`src/rtl/core/pqt_pkg.sv`:
```
`timescale 1ns / 1ps
`default_nettype none
// ----------------------------------------------------------------------------
// pqt_pkg: shared types and constants of the periodic and queued one-shot timer
// Holds the word layouts, the command passed from front to back end and the
// configuration register indexes.
// ----------------------------------------------------------------------------
package pqt_pkg;

    localparam int DELAY_W     = 16;
    localparam int IN_TAG_W    = 8;
    localparam int OUT_TAG_W   = 8;
    localparam int QCOUNT_W    = 3;
    localparam int PERIOD_W    = 32;
    localparam int IN_DATA_W   = 24;
    localparam int OUT_DATA_W  = 16;

    // Configuration port.
    localparam int CFG_IDX_W   = 2;
    localparam int CFG_DATA_W  = 32;
    localparam logic [CFG_IDX_W-1:0] CFG_PERIOD_MS       = 2'd0;
    localparam logic [CFG_IDX_W-1:0] CFG_PERIODIC_ENABLE = 2'd1;
    localparam logic [PERIOD_W-1:0]  PERIOD_MS_RESET     = 32'd1000;

    // Command queue between front and back end.
    localparam int CMD_PTR_W   = 1;
    localparam int CMD_CNT_W   = 2;
    localparam logic [CMD_CNT_W-1:0] CMD_QUEUE_FULL = 2'd2;

    typedef enum logic {
        CMD_TICK  = 1'b0,
        CMD_SCHED = 1'b1
    } cmd_kind_t;

    typedef struct packed {
        cmd_kind_t            kind;
        logic [DELAY_W-1:0]   delay;
        logic [IN_TAG_W-1:0]  tag;
    } cmd_t;

    typedef struct packed {
        logic [PERIOD_W-1:0]  period_ms;
        logic                 periodic_enable;
    } cfg_t;

    // Result word, first member in the highest bits of the struct, so it is
    // packed into tdata field by field by the back end.
    typedef struct packed {
        logic                 periodic_fired;
        logic                 oneshot_fired;
        logic [OUT_TAG_W-1:0] fired_tag;
        logic                 request_started;
        logic                 request_queued;
        logic                 request_dropped;
        logic [QCOUNT_W-1:0]  queue_count;
    } res_t;

endpackage

`default_nettype wire

```
`src/rtl/core/pqt_front.sv`:
```
`timescale 1ns / 1ps
`default_nettype none
// ----------------------------------------------------------------------------
// pqt_front: input side of the timer
// Accepts input words, classifies them as tick or schedule commands and holds
// them in a two-entry command queue until the back end takes them.
// ----------------------------------------------------------------------------
module pqt_front (
    input  wire logic                           aclk,
    input  wire logic                           aresetn,
    input  wire logic                           s_tvalid,
    output logic                                s_tready,
    input  wire logic [pqt_pkg::IN_DATA_W-1:0]  s_tdata,
    input  wire logic                           s_tuser,
    output logic                                cmd_valid,
    output pqt_pkg::cmd_t                       cmd,
    input  wire logic                           cmd_pop
);

    pqt_pkg::cmd_t                      entry_reg [2];
    logic [pqt_pkg::CMD_PTR_W-1:0]      wr_ptr_reg, wr_ptr_next;
    logic [pqt_pkg::CMD_PTR_W-1:0]      rd_ptr_reg, rd_ptr_next;
    logic [pqt_pkg::CMD_CNT_W-1:0]      cnt_reg, cnt_next;
    pqt_pkg::cmd_t                      incoming;
    logic                               push;
    logic                               pop;

    always_comb begin
        incoming.kind  = s_tuser ? pqt_pkg::CMD_SCHED : pqt_pkg::CMD_TICK;
        incoming.delay = s_tdata[pqt_pkg::DELAY_W-1:0];
        incoming.tag   = s_tdata[pqt_pkg::DELAY_W +: pqt_pkg::IN_TAG_W];
    end

    assign s_tready  = (cnt_reg != pqt_pkg::CMD_QUEUE_FULL);
    assign cmd_valid = (cnt_reg != '0);
    assign cmd       = entry_reg[rd_ptr_reg];
    assign push      = s_tvalid && s_tready;
    assign pop       = cmd_pop && cmd_valid;

    always_comb begin
        wr_ptr_next = push ? wr_ptr_reg + 1'b1 : wr_ptr_reg;
        rd_ptr_next = pop ? rd_ptr_reg + 1'b1 : rd_ptr_reg;
        cnt_next    = cnt_reg;
        if (push && !pop) begin
            cnt_next = cnt_reg + 1'b1;
        end else if (pop && !push) begin
            cnt_next = cnt_reg - 1'b1;
        end
    end

    always_ff @(posedge aclk) begin
        if (!aresetn) begin
            wr_ptr_reg <= '0;
            rd_ptr_reg <= '0;
            cnt_reg    <= '0;
        end else begin
            wr_ptr_reg <= wr_ptr_next;
            rd_ptr_reg <= rd_ptr_next;
            cnt_reg    <= cnt_next;
        end
    end

    always_ff @(posedge aclk) begin
        if (push) begin
            entry_reg[wr_ptr_reg] <= incoming;
        end
    end

endmodule

`default_nettype wire

```
`src/rtl/core/pqt_back.sv`:
```
`timescale 1ns / 1ps
`default_nettype none
// ----------------------------------------------------------------------------
// pqt_back: timer engine
// Carries out one command per cycle unless a result waits: steps the periodic
// and one-shot counters, runs the pending one-shot ring, registers the result.
// ----------------------------------------------------------------------------
module pqt_back #(
    parameter int QUEUE_DEPTH = 8,
    parameter int TAG_BITS    = 8
) (
    input  wire logic                            aclk,
    input  wire logic                            aresetn,
    input  wire pqt_pkg::cfg_t                   cfg,
    input  wire logic                            cmd_valid,
    input  wire pqt_pkg::cmd_t                   cmd,
    output logic                                 cmd_pop,
    output logic                                 m_tvalid,
    input  wire logic                            m_tready,
    output logic [pqt_pkg::OUT_DATA_W-1:0]       m_tdata
);

    localparam int PW      = $clog2(QUEUE_DEPTH);
    localparam int ENTRY_W = pqt_pkg::DELAY_W + TAG_BITS;
    localparam int WIDE_W  = 24;
    localparam logic [PW-1:0] LAST_SLOT = PW'(QUEUE_DEPTH - 1);

    logic [pqt_pkg::PERIOD_W-1:0] pcount_reg, pcount_next;
    logic [pqt_pkg::DELAY_W-1:0]  ocount_reg, ocount_next;
    logic [pqt_pkg::DELAY_W-1:0]  target_reg, target_next;
    logic                         busy_reg, busy_next;
    logic [TAG_BITS-1:0]          atag_reg, atag_next;
    logic [PW-1:0]                rd_ptr_reg, rd_ptr_next;
    logic [PW-1:0]                wr_ptr_reg, wr_ptr_next;
    logic                         m_tvalid_reg, m_tvalid_next;
    logic [pqt_pkg::OUT_DATA_W-1:0] m_tdata_reg;

    logic [ENTRY_W-1:0]           pending_mem [QUEUE_DEPTH];
    logic [ENTRY_W-1:0]           head_reg;
    logic                         mem_wr;
    logic [ENTRY_W-1:0]           mem_wdata;

    logic                         do_step;
    pqt_pkg::res_t                res;
    logic [pqt_pkg::PERIOD_W-1:0] period_eff;
    logic [pqt_pkg::PERIOD_W:0]   pcount_inc;
    logic [pqt_pkg::DELAY_W-1:0]  ocount_inc;
    logic [PW-1:0]                wr_ptr_inc;
    logic [PW-1:0]                rd_ptr_inc;
    logic [TAG_BITS-1:0]          cmd_tag;
    logic [WIDE_W-1:0]            cmd_tag_wide;
    logic [WIDE_W-1:0]            atag_wide;
    logic [pqt_pkg::DELAY_W-1:0]  head_delay;
    logic [TAG_BITS-1:0]          head_tag;
    logic [PW:0]                  qcount;
    logic [7:0]                   qcount_wide;

    assign do_step  = cmd_valid && (!m_tvalid_reg || m_tready);
    assign cmd_pop  = do_step;
    assign m_tvalid = m_tvalid_reg;
    assign m_tdata  = m_tdata_reg;

    assign cmd_tag_wide = WIDE_W'(cmd.tag);
    assign cmd_tag      = cmd_tag_wide[TAG_BITS-1:0];
    assign atag_wide    = WIDE_W'(atag_reg);
    assign head_delay   = head_reg[ENTRY_W-1 -: pqt_pkg::DELAY_W];
    assign head_tag     = head_reg[TAG_BITS-1:0];
    assign period_eff   = (cfg.period_ms == '0) ? 32'd1 : cfg.period_ms;
    assign pcount_inc   = {1'b0, pcount_reg} + 33'd1;
    assign ocount_inc   = ocount_reg + 16'd1;
    assign wr_ptr_inc   = (wr_ptr_reg == LAST_SLOT) ? '0 : wr_ptr_reg + 1'b1;
    assign rd_ptr_inc   = (rd_ptr_reg == LAST_SLOT) ? '0 : rd_ptr_reg + 1'b1;
    assign mem_wdata    = {cmd.delay, cmd_tag};

    always_comb begin
        pcount_next = pcount_reg;
        ocount_next = ocount_reg;
        target_next = target_reg;
        busy_next   = busy_reg;
        atag_next   = atag_reg;
        rd_ptr_next = rd_ptr_reg;
        wr_ptr_next = wr_ptr_reg;
        mem_wr      = 1'b0;
        res         = '0;
        if (do_step) begin
            if (cmd.kind == pqt_pkg::CMD_TICK) begin
                if (cfg.periodic_enable) begin
                    if (pcount_inc >= {1'b0, period_eff}) begin
                        pcount_next        = '0;
                        res.periodic_fired = 1'b1;
                    end else begin
                        pcount_next = pcount_inc[pqt_pkg::PERIOD_W-1:0];
                    end
                end
                if (busy_reg) begin
                    if (ocount_inc >= target_reg) begin
                        res.oneshot_fired = 1'b1;
                        res.fired_tag     = atag_wide[pqt_pkg::OUT_TAG_W-1:0];
                        busy_next         = 1'b0;
                        ocount_next       = '0;
                        // The next pending one-shot starts on the expiring tick.
                        if (rd_ptr_reg != wr_ptr_reg) begin
                            rd_ptr_next = rd_ptr_inc;
                            target_next = (head_delay == '0) ? 16'd1 : head_delay;
                            busy_next   = 1'b1;
                            atag_next   = head_tag;
                        end
                    end else begin
                        ocount_next = ocount_inc;
                    end
                end
            end else if (!busy_reg) begin
                target_next         = (cmd.delay == '0) ? 16'd1 : cmd.delay;
                ocount_next         = '0;
                busy_next           = 1'b1;
                atag_next           = cmd_tag;
                res.request_started = 1'b1;
            end else if (wr_ptr_inc == rd_ptr_reg) begin
                res.request_dropped = 1'b1;
            end else begin
                mem_wr             = 1'b1;
                wr_ptr_next        = wr_ptr_inc;
                res.request_queued = 1'b1;
            end
        end
        if (wr_ptr_next >= rd_ptr_next) begin
            qcount = {1'b0, wr_ptr_next} - {1'b0, rd_ptr_next};
        end else begin
            qcount = {1'b0, wr_ptr_next} + (PW+1)'(QUEUE_DEPTH) - {1'b0, rd_ptr_next};
        end
        qcount_wide     = 8'(qcount);
        res.queue_count = qcount_wide[pqt_pkg::QCOUNT_W-1:0];
    end

    always_comb begin
        m_tvalid_next = m_tvalid_reg;
        if (do_step) begin
            m_tvalid_next = 1'b1;
        end else if (m_tready) begin
            m_tvalid_next = 1'b0;
        end
    end

    always_ff @(posedge aclk) begin
        if (!aresetn) begin
            pcount_reg   <= '0;
            ocount_reg   <= '0;
            target_reg   <= '0;
            busy_reg     <= 1'b0;
            atag_reg     <= '0;
            rd_ptr_reg   <= '0;
            wr_ptr_reg   <= '0;
            m_tvalid_reg <= 1'b0;
        end else begin
            pcount_reg   <= pcount_next;
            ocount_reg   <= ocount_next;
            target_reg   <= target_next;
            busy_reg     <= busy_next;
            atag_reg     <= atag_next;
            rd_ptr_reg   <= rd_ptr_next;
            wr_ptr_reg   <= wr_ptr_next;
            m_tvalid_reg <= m_tvalid_next;
        end
    end

    // Result word, highest bits first.
    always_ff @(posedge aclk) begin
        if (do_step) begin
            m_tdata_reg <= {res.queue_count, res.request_dropped, res.request_queued,
                            res.request_started, res.fired_tag, res.oneshot_fired,
                            res.periodic_fired};
        end
    end

    // Pending ring. The head register always holds the entry at the read
    // pointer; a write to the slot about to become the head is forwarded.
    always_ff @(posedge aclk) begin
        if (mem_wr) begin
            pending_mem[wr_ptr_reg] <= mem_wdata;
        end
        if (mem_wr && (wr_ptr_reg == rd_ptr_next)) begin
            head_reg <= mem_wdata;
        end else begin
            head_reg <= pending_mem[rd_ptr_next];
        end
    end

    // An idle one-shot unit never leaves anything in the ring.
    a_idle_ring_empty: assert property (@(posedge aclk) disable iff (!aresetn)
        !busy_reg |-> (rd_ptr_reg == wr_ptr_reg))
        else $error("one-shot idle with pending entries in the ring");

    a_count_below_target: assert property (@(posedge aclk) disable iff (!aresetn)
        busy_reg |-> (ocount_reg < target_reg))
        else $error("one-shot count reached its target while still busy");

    a_drop_keeps_ring: assert property (@(posedge aclk) disable iff (!aresetn)
        (do_step && res.request_dropped) |=> ($stable(wr_ptr_reg) && $stable(rd_ptr_reg)))
        else $error("dropped request moved the ring pointers");

endmodule

`default_nettype wire

```
`src/rtl/core/periodic_and_queued_oneshot_timer.sv`:
```
`timescale 1ns / 1ps
`default_nettype none
// ----------------------------------------------------------------------------
// periodic_and_queued_oneshot_timer: periodic timer plus queued one-shot timer
// Top level: configuration registers, front end with command queue and the
// timer engine.
// ----------------------------------------------------------------------------
// Every input word is either a one millisecond tick (s_tuser low) or a request
// to schedule a one-shot (s_tuser high), and every input word yields exactly
// one result word, in order. The block sustains one word per cycle while its
// result words are taken. An accepted word is written into the two-entry
// command queue of the front end at the accepting edge, the timer engine
// updates from the queue head once its output register is free, and that
// output register then holds the result word until it is taken. The front end
// keeps accepting while a result waits, until its queue is full. Pending
// one-shots live in a ring of QUEUE_DEPTH slots with one slot always kept free,
// stored in a memory whose head entry is prefetched into a register; no
// clearing pass is needed after reset. The periodic timer fires on every
// period_ms-th enabled tick (a period of zero acts as one), and a one-shot
// delay of zero counts as one tick. Configuration writes take effect on the
// next clock edge and should be made while no words are in flight.
// ----------------------------------------------------------------------------
module periodic_and_queued_oneshot_timer #(
    parameter int QUEUE_DEPTH = 8,
    parameter int TAG_BITS    = 8
) (
    input  wire logic                             aclk,
    input  wire logic                             aresetn,
    // Configuration write port.
    input  wire logic                             cfg_wr_en,
    input  wire logic [pqt_pkg::CFG_IDX_W-1:0]    cfg_index,
    input  wire logic [pqt_pkg::CFG_DATA_W-1:0]   cfg_wdata,
    // Input words.
    input  wire logic                             s_tvalid,
    output logic                                  s_tready,
    // [15:0] delay, [23:16] event_tag
    input  wire logic [pqt_pkg::IN_DATA_W-1:0]    s_tdata,
    // [0] req_type: low for a tick, high for a schedule request
    input  wire logic                             s_tuser,
    // Result words.
    output logic                                  m_tvalid,
    input  wire logic                             m_tready,
    // [0] periodic_fired, [1] oneshot_fired, [9:2] fired_tag,
    // [10] request_started, [11] request_queued, [12] request_dropped,
    // [15:13] queue_count
    output logic [pqt_pkg::OUT_DATA_W-1:0]        m_tdata
);

    pqt_pkg::cfg_t  cfg_reg;
    pqt_pkg::cfg_t  cfg_next;
    logic           cmd_valid;
    pqt_pkg::cmd_t  cmd;
    logic           cmd_pop;

    // Register writes to indexes beyond the list are ignored.
    always_comb begin
        cfg_next = cfg_reg;
        if (cfg_wr_en) begin
            case (cfg_index)
                pqt_pkg::CFG_PERIOD_MS: begin
                    cfg_next.period_ms = cfg_wdata;
                end
                pqt_pkg::CFG_PERIODIC_ENABLE: begin
                    cfg_next.periodic_enable = cfg_wdata[0];
                end
                default: begin
                end
            endcase
        end
    end

    always_ff @(posedge aclk) begin
        if (!aresetn) begin
            cfg_reg.period_ms       <= pqt_pkg::PERIOD_MS_RESET;
            cfg_reg.periodic_enable <= 1'b0;
        end else begin
            cfg_reg <= cfg_next;
        end
    end

    pqt_front u_front (
        .aclk      (aclk),
        .aresetn   (aresetn),
        .s_tvalid  (s_tvalid),
        .s_tready  (s_tready),
        .s_tdata   (s_tdata),
        .s_tuser   (s_tuser),
        .cmd_valid (cmd_valid),
        .cmd       (cmd),
        .cmd_pop   (cmd_pop)
    );

    pqt_back #(
        .QUEUE_DEPTH (QUEUE_DEPTH),
        .TAG_BITS    (TAG_BITS)
    ) u_back (
        .aclk      (aclk),
        .aresetn   (aresetn),
        .cfg       (cfg_reg),
        .cmd_valid (cmd_valid),
        .cmd       (cmd),
        .cmd_pop   (cmd_pop),
        .m_tvalid  (m_tvalid),
        .m_tready  (m_tready),
        .m_tdata   (m_tdata)
    );

endmodule

`default_nettype wire
```
`config.mk`:
```
export PLATFORM = sky130hd
export DESIGN_NAME = periodic_and_queued_oneshot_timer
export DESIGN_NICKNAME = d
export VERILOG_FILES = /design/src/rtl/core/pqt_pkg.sv /design/src/rtl/core/pqt_front.sv /design/src/rtl/core/pqt_back.sv /design/src/rtl/core/periodic_and_queued_oneshot_timer.sv
export SDC_FILE = /design/constraint.sdc
export NUM_CORES = 1
export LEC_CHECK = 0
export BUFFER_PORTS_ARGS = -buffer_cell sky130_fd_sc_hd__buf_2
export CORE_ASPECT_RATIO = 0.5
export CORE_UTILIZATION = 45
export DETAILED_ROUTE_END_ITERATION = 6
export HOLD_SLACK_MARGIN = 0.06
export PLACE_DENSITY = 0.65
export SYNTH_ARGS = -nofsm -noshare
export SYNTH_HDL_FRONTEND = slang
export SYNTH_SLANG_ARGS = --single-unit
```
`constraint.sdc`:
```
create_clock -name aclk -period 6.2 [get_ports aclk]
set_input_delay 0.62 -clock aclk [delete_from_list [all_inputs] [get_ports aclk]]
set_output_delay 0.62 -clock aclk [all_outputs]
set_load 0.005 [all_outputs]
```
==> impl_metrics.yaml, run 1 <==
clock_network:
  cts.path.max_buffers: 3
  cts_resized: 0
  clkSlewWorstSetupHoldPaths_ns: 0.07
  htree_num_levels: 2
  cts_hold_buffers: 0
  cts_setup_buffers: 0
  insertion_delay_ns: 0.54
  cts_tree: "yes"
  numClockSinks: 379
  clockRootBuffer: "clkbuf_16"
  cts_buffers: 35
critical_path:
  cp_top_family: "simple AND/OR/NAND/NOR gates"
  startpoint_type: "flop"
  cp.required_ns: 6.48
  worstSetupEndpointType: "flop"
  r2r_start: "u_back.ocount_reg[0]"
  cp_slowest_cell: "nor3_1"
  regToRegEndpoint: "u_back.m_tdata[15]"
  r2r_slack_ns: 1.41
  rr_worst_depth: 17
  crit_type: "reg2reg"
  critPathArrivalTime_ns: 5.07
  critPathBufInv: 1
  path_common_cell: "ha_1"
  worstPathCellList: "ha_1, nand3_1, nor3_1, and3_1, xor2_1, ha_1, a21oi_1, nand2_1, a221oi_1, a31oi_1, buf_4, nand2_1, mux2_2, ha_1, fa_1, xor2_1, xnor2_1"
  crit_fanout: 11
  cp-startpoint: "u_back.ocount_reg[0]"
  slowest_delay_ns: 0.46
detailed_routing:
  drt_iter0_drc: 870
  antenna_left: 0
  drt_pass1_iterations: 5
  wl_um: 37000
  vias_per_cell: 5.64
  vias: 10800
  drc: 0
  routedWlPerCell_um: 19.3
logic_synthesis:
  synth.distinct_cells: 71
  synth_nets: 1466
  synth_flop_cell: "edfxtp_1"
  yosys_warnings: 0
  synth_edf_count: 258
  ys_seq_elements: 379
  synth.top_cell.area_share_pct: 45.8
  netlist_area_um2: 16900
  ys_top_cells_by_area: "edfxtp_1, dfxtp_1, mux4_2"
  yosysTopAreaCell: "edfxtp_1"
  netlist_instances: 1343
  avgSynthCellArea_um2: 12.6
  yosysSeqAreaShare_pct: 60.1
  synth-async-reset-ratio_pct: 0
layout:
  nNetsFinal: 1531
  fin_util_pct: 52.0
  drive_above_1_share_pct: 18.0
  syn_to_final_growth_pct: 12.0
  largest_reg_flops: 192
  n_antenna_cell: 0
  postLayoutCellArea_um2: 19000
place:
  pre_cts_slack_ns: 1.45
  place_area_um2: 17800
  dp_hpwl_um: 23500
  io_buffers: 81
  gp_congestion: 0.872
global_route:
  grt_start_max_net_pins: 59
  grt_pass1_vias: 10900
  grt_pass1_wl_um: 58600
  antenna_found_initial: 0
  track_usage_pct: 19.2
  grt-ovfl-total: 0
timing:
  hold_viol: 0
  fin_worst_skew_ns: 0.0222
  rsz0062_at_grt: "false"
  worst_slack_ns: 1.41
  fin_crit_sh_pct: 77.3
  max_freq_mhz: 209
  drv_slew: 0
  fin_tns_setup_ns: 0
  hold-worst-slack_ns: 0.262
  finalSetupViolCount: 0
  max_slew.worst_pin.slew_ns: 1.27
  slew_headroom_pct: 14.8
  period_needed_ns: 4.79
floorplan:
  fp.dieW_um: 276
  initial_core_util_pct: 46.4
  die_area_um2: 38500
  io_pins: 82
  rows: 49
  die_y_um: 139
  core_um2: 36500
job:
  drv_cap: 0
worst_hold_path:
  hold_path.class: "in2reg"
  min_path_cells: 1
  hold_path.startpoint: "s_tdata[14]"
  hold_path_end: "u_front.entry_reg[1][22]"
power:
  ir_worst_vdd_uv: 181
  power_density_nw_per_um2: 335
  leakage_nw: 6.49
outcome:
  status: "completed"
worst max-delay path by stage:
stage / to / slack, ns / depth (start not counted)
6_report: u_back.m_tdata[15] / 1.41 / 17
5_1_grt: u_back.m_tdata[15] / 1.05 / 18
4_1_cts: u_back.m_tdata[15] / 1.43 / 17
3_5_place_dp: u_back.m_tdata[15] / 1.45 / 17
3_3_place_gp: u_back.m_tdata[15] / 1.66 / 17
2_1_floorplan: u_back.m_tdata[15] / 2.06 / 17
per-stage QoR:
step | total power, mW | instances
final | 6.36 | 1919
after global routing | 6.62 | 1919
after CTS | 6.41 | 1919
after detailed placement | 4.19 | 1855
after global placement | 4.14 | 1855
after floorplan | 3.81 | 1343
power breakdown:
group	leakage (nW)	switching [mW]	total [mW]	internal, mW
registers	3.33	0.0795	3.09	3.01
logic	2.57	0.722	1.04	0.319
clock network	0.580	0.944	2.23	1.28
Yosys cell counts, types with 2 or more instances:
cell type	n
a22oi_1	7
nor2b_1	4
and4_1	6
nand2_1	164
inv_2	2
buf_6	5
nor4b_1	5
o21a_1	4
inv_1	60
or3b_2	2
buf_2	17
nor2_1	64
and2_1	13
and3_1	14
a221o_1	2
or3_1	6
o211ai_1	27
or2_2	2
nor3b_1	4
nor4_1	24
mux2i_1	29
nand3_1	51
ha_1	58
mux4_2	48
a211oi_1	6
a31oi_1	9
a21oi_1	100
nand4_1	21
o22ai_1	3
o31ai_1	3
and3b_1	2
nand3b_1	6
dfxtp_1	121
nor2_4	2
buf_1	2
and4_4	2
xor2_1	17
buf_4	5
xnor2_1	37
nor3_1	9
edfxtp_1	258
o21ai_0	27
mux2_2	26
clkbuf_1	41
nand2b_1	2
cell type report:
type	count	area (um^2)
Tap cell	484	606
Inverter	62	233
Multi-Input combinational cell	832	6240
Sequential cell	379	10200
Fill cell	3011	17500
Timing Repair Buffer	98	533
Clock buffer	48	975
Clock inverter	16	214
routing by layer:
metal	global-route usage, %	wire length, um	vias up
li1	-	-	5112
met1	26.8	17000	5379
met2	31.7	17500	280
met3	2.80	1830	55
met4	5.12	692	0
met5	0	0	-
cells in the final DEF (no fill, tap or decap), drive strengths merged, types with 7 or more instances in the layout:
master and instances:
edfxtp 258, nand2 164, dfxtp 121, a21oi 102
buf 98, nor2 66, inv 63, ha 58
nand3 51, mux4 48, clkbuf 48, xnor2 37
mux2i 30, o21ai 29, o211ai 27, mux2 26
nor4 25, nand4 23, xor2 18, and3 14
and2 13, nor3 11, clkinv 11, a31oi 9
and4 8, a22oi 7
logic make-up after synthesis:
kind of cell / count (synthesis) / synth area share (%)
buffers and inverters: 132 / 3.38
adders and majority gates: 59 / 4.40
xor gates and xnor gates: 55 / 2.89
and+or+nand+nor: 412 / 12.2
muxes: 104 / 9.91
AOI/OAI and AO/OA: 202 / 7.17
DFF: 379 / 60.1
(Power assumes the default switching activity.)
==> inputs of run 2 (changes only) <==
- PLACE_DENSITY: 0.65 -> 0.67
- clock period: 6.2 -> 4.3 ns (I/O delays scaled with it)
==> impl_metrics.yaml, run 2 (synthesized netlist as in run 1, its figures left out) <==
detailed_routing:
  antenna_left: 0
  drt_pass1_iterations: 5
  drc: 0
  routedWlPerCell_um: 19.6
  drt_iter0_drc: 728
  vias_per_cell: 5.69
  vias: 11100
  wl_um: 38000
timing:
  fin_worst_skew_ns: 0.0402
  hold-worst-slack_ns: 0.0748
  slew_headroom_pct: 29.2
  max_slew.worst_pin.slew_ns: 1.06
  worst_slack_ns: 0.224
  drv_slew: 0
  fin_crit_sh_pct: 94.8
  period_needed_ns: 4.08
  finalSetupViolCount: 0
  max_freq_mhz: 245
  rsz0062_at_grt: "true"
  hold_viol: 0
  fin_tns_setup_ns: 0
layout:
  fin_util_pct: 52.5
  final_cells: 1941
  syn_to_final_growth_pct: 13.1
  fillers: 3070
  nNetsFinal: 1553
  drive_above_1_share_pct: 19.1
  n_antenna_cell: 0
  largest_reg_flops: 192
  final_common_cell: "edfxtp_1"
  postLayoutCellArea_um2: 19200
  most-common-layout-cells: "edfxtp_1, nand2_1, dfxtp_1, a21oi_1, buf_2"
critical_path:
  cp.required_ns: 4.57
  startpoint_type: "flop"
  worstSetupEndpointType: "flop"
  crit_type: "reg2reg"
  cp-startpoint: "u_back.ocount_reg[1]"
  crit_fanout: 5
  r2r_start: "u_back.ocount_reg[1]"
  critPathArrivalTime_ns: 4.34
global_route:
  grt_pass1_wl_um: 60200
  grt_pass1_vias: 11300
  track_usage_pct: 19.8
  antenna_found_initial: 0
  grt_start_max_net_pins: 56
  grt-ovfl-total: 0
clock_network:
  numClockSinks: 379
  clockRootBuffer: "clkbuf_16"
  cts.path.max_buffers: 3
  cts_tree: "yes"
  insertion_delay_ns: 0.55
  cts_buffers: 36
  clkSlewWorstSetupHoldPaths_ns: 0.06
  htree_num_levels: 2
worst_hold_path:
  hold_path.startpoint: "s_tdata[6]"
  hold_path.class: "in2reg"
place:
  place_area_um2: 17900
  dp_hpwl_um: 24400
  pre_cts_slack_ns: -0.0560
  gp_congestion: 0.885
  dp_cells: 1868
  io_buffers: 81
floorplan:
  fp.dieW_um: 276
  initial_core_util_pct: 46.4
  core_um2: 36500
  die_area_um2: 38500
  rows: 49
  die_y_um: 139
  io_pins: 82
power:
  power.total_mw: 9.12
  leakage_nw: 6.58
  power_density_nw_per_um2: 476
  ir_worst_vdd_uv: 279
job:
  drv_cap: 0
outcome:
  status: "completed"
run 2: changes by cell type in the layout (fill, tap and decap cells not counted), sizes merged:
| cell | before | now |
|---|---|---|
| dlygate4sd3 | 0 | 6 |
| bufinv | 4 | 1 |
| clkinv | 11 | 13 |
| clkbuf | 48 | 50 |
| buf | 98 | 113 |
run 2: worst max-delay path, stage by stage, from the launching register on:
cell,delay (ns)
dfxtp_1,0.37
ha_2,0.24
nand3_2,0.15
nor3_2,0.23
and3_2,0.26
xor2_1,0.08
ha_1,0.32
nand4_1,0.10
nor4_1,0.29
o31ai_1,0.18
a31oi_1,0.23
nand2_1,0.13
mux2_2,0.33
ha_1,0.20
fa_1,0.37
xor2_1,0.18
xnor2_1,0.13
run 2: final timing paths:
kind / endpoint / slack (ns) / cells after the start
worst min register to register: u_back.atag_reg[3] / 0.45 / 2
worst min-delay path: u_front.entry_reg[1][14] / 0.07 / 1
worst max-delay path: u_back.m_tdata[15] / 0.22 / 16
worst max register to register: u_back.m_tdata[15] / 0.22 / 16
run 2: cell type report:
type / instances / area [um^2] / share of cell area (%)
tap: 484 / 606 / 3.16
sequential: 379 / 10200 / 53.1
timing repair buffer: 119 / 706 / 3.68
clock inverter: 15 / 141 / 0.738
clock buffer: 50 / 1030 / 5.36
inverter: 62 / 233 / 1.22
multi-input combinational: 832 / 6260 / 32.7
run 2: metal layers:
metal  vias up  part of all wire [%]  global-route usage [%]
met5         -                     0                       0
met4         0                   2.2                    5.82
met3        68                   5.6                    3.54
met2       296                    48                    33.6
met1      5531                    44                    26.0
li1       5155                     -                       -
run 2: power by group:
| part | total [mW] | switching [mW] | leakage [nW] | internal (mW) |
|---|---|---|---|---|
| Clock | 3.13 | 1.38 | 0.569 | 1.75 |
| Combinational | 1.53 | 1.06 | 2.67 | 0.475 |
| Sequential | 4.45 | 0.110 | 3.33 | 4.34 |
run 2: repair_timing:
action,CTS,global route
setup endpoints to repair,1,27
hold buffers,5,1
resized for setup,2,9
pin swaps,0,3
hold endpoints to repair,10,2
buffers inserted,0,2
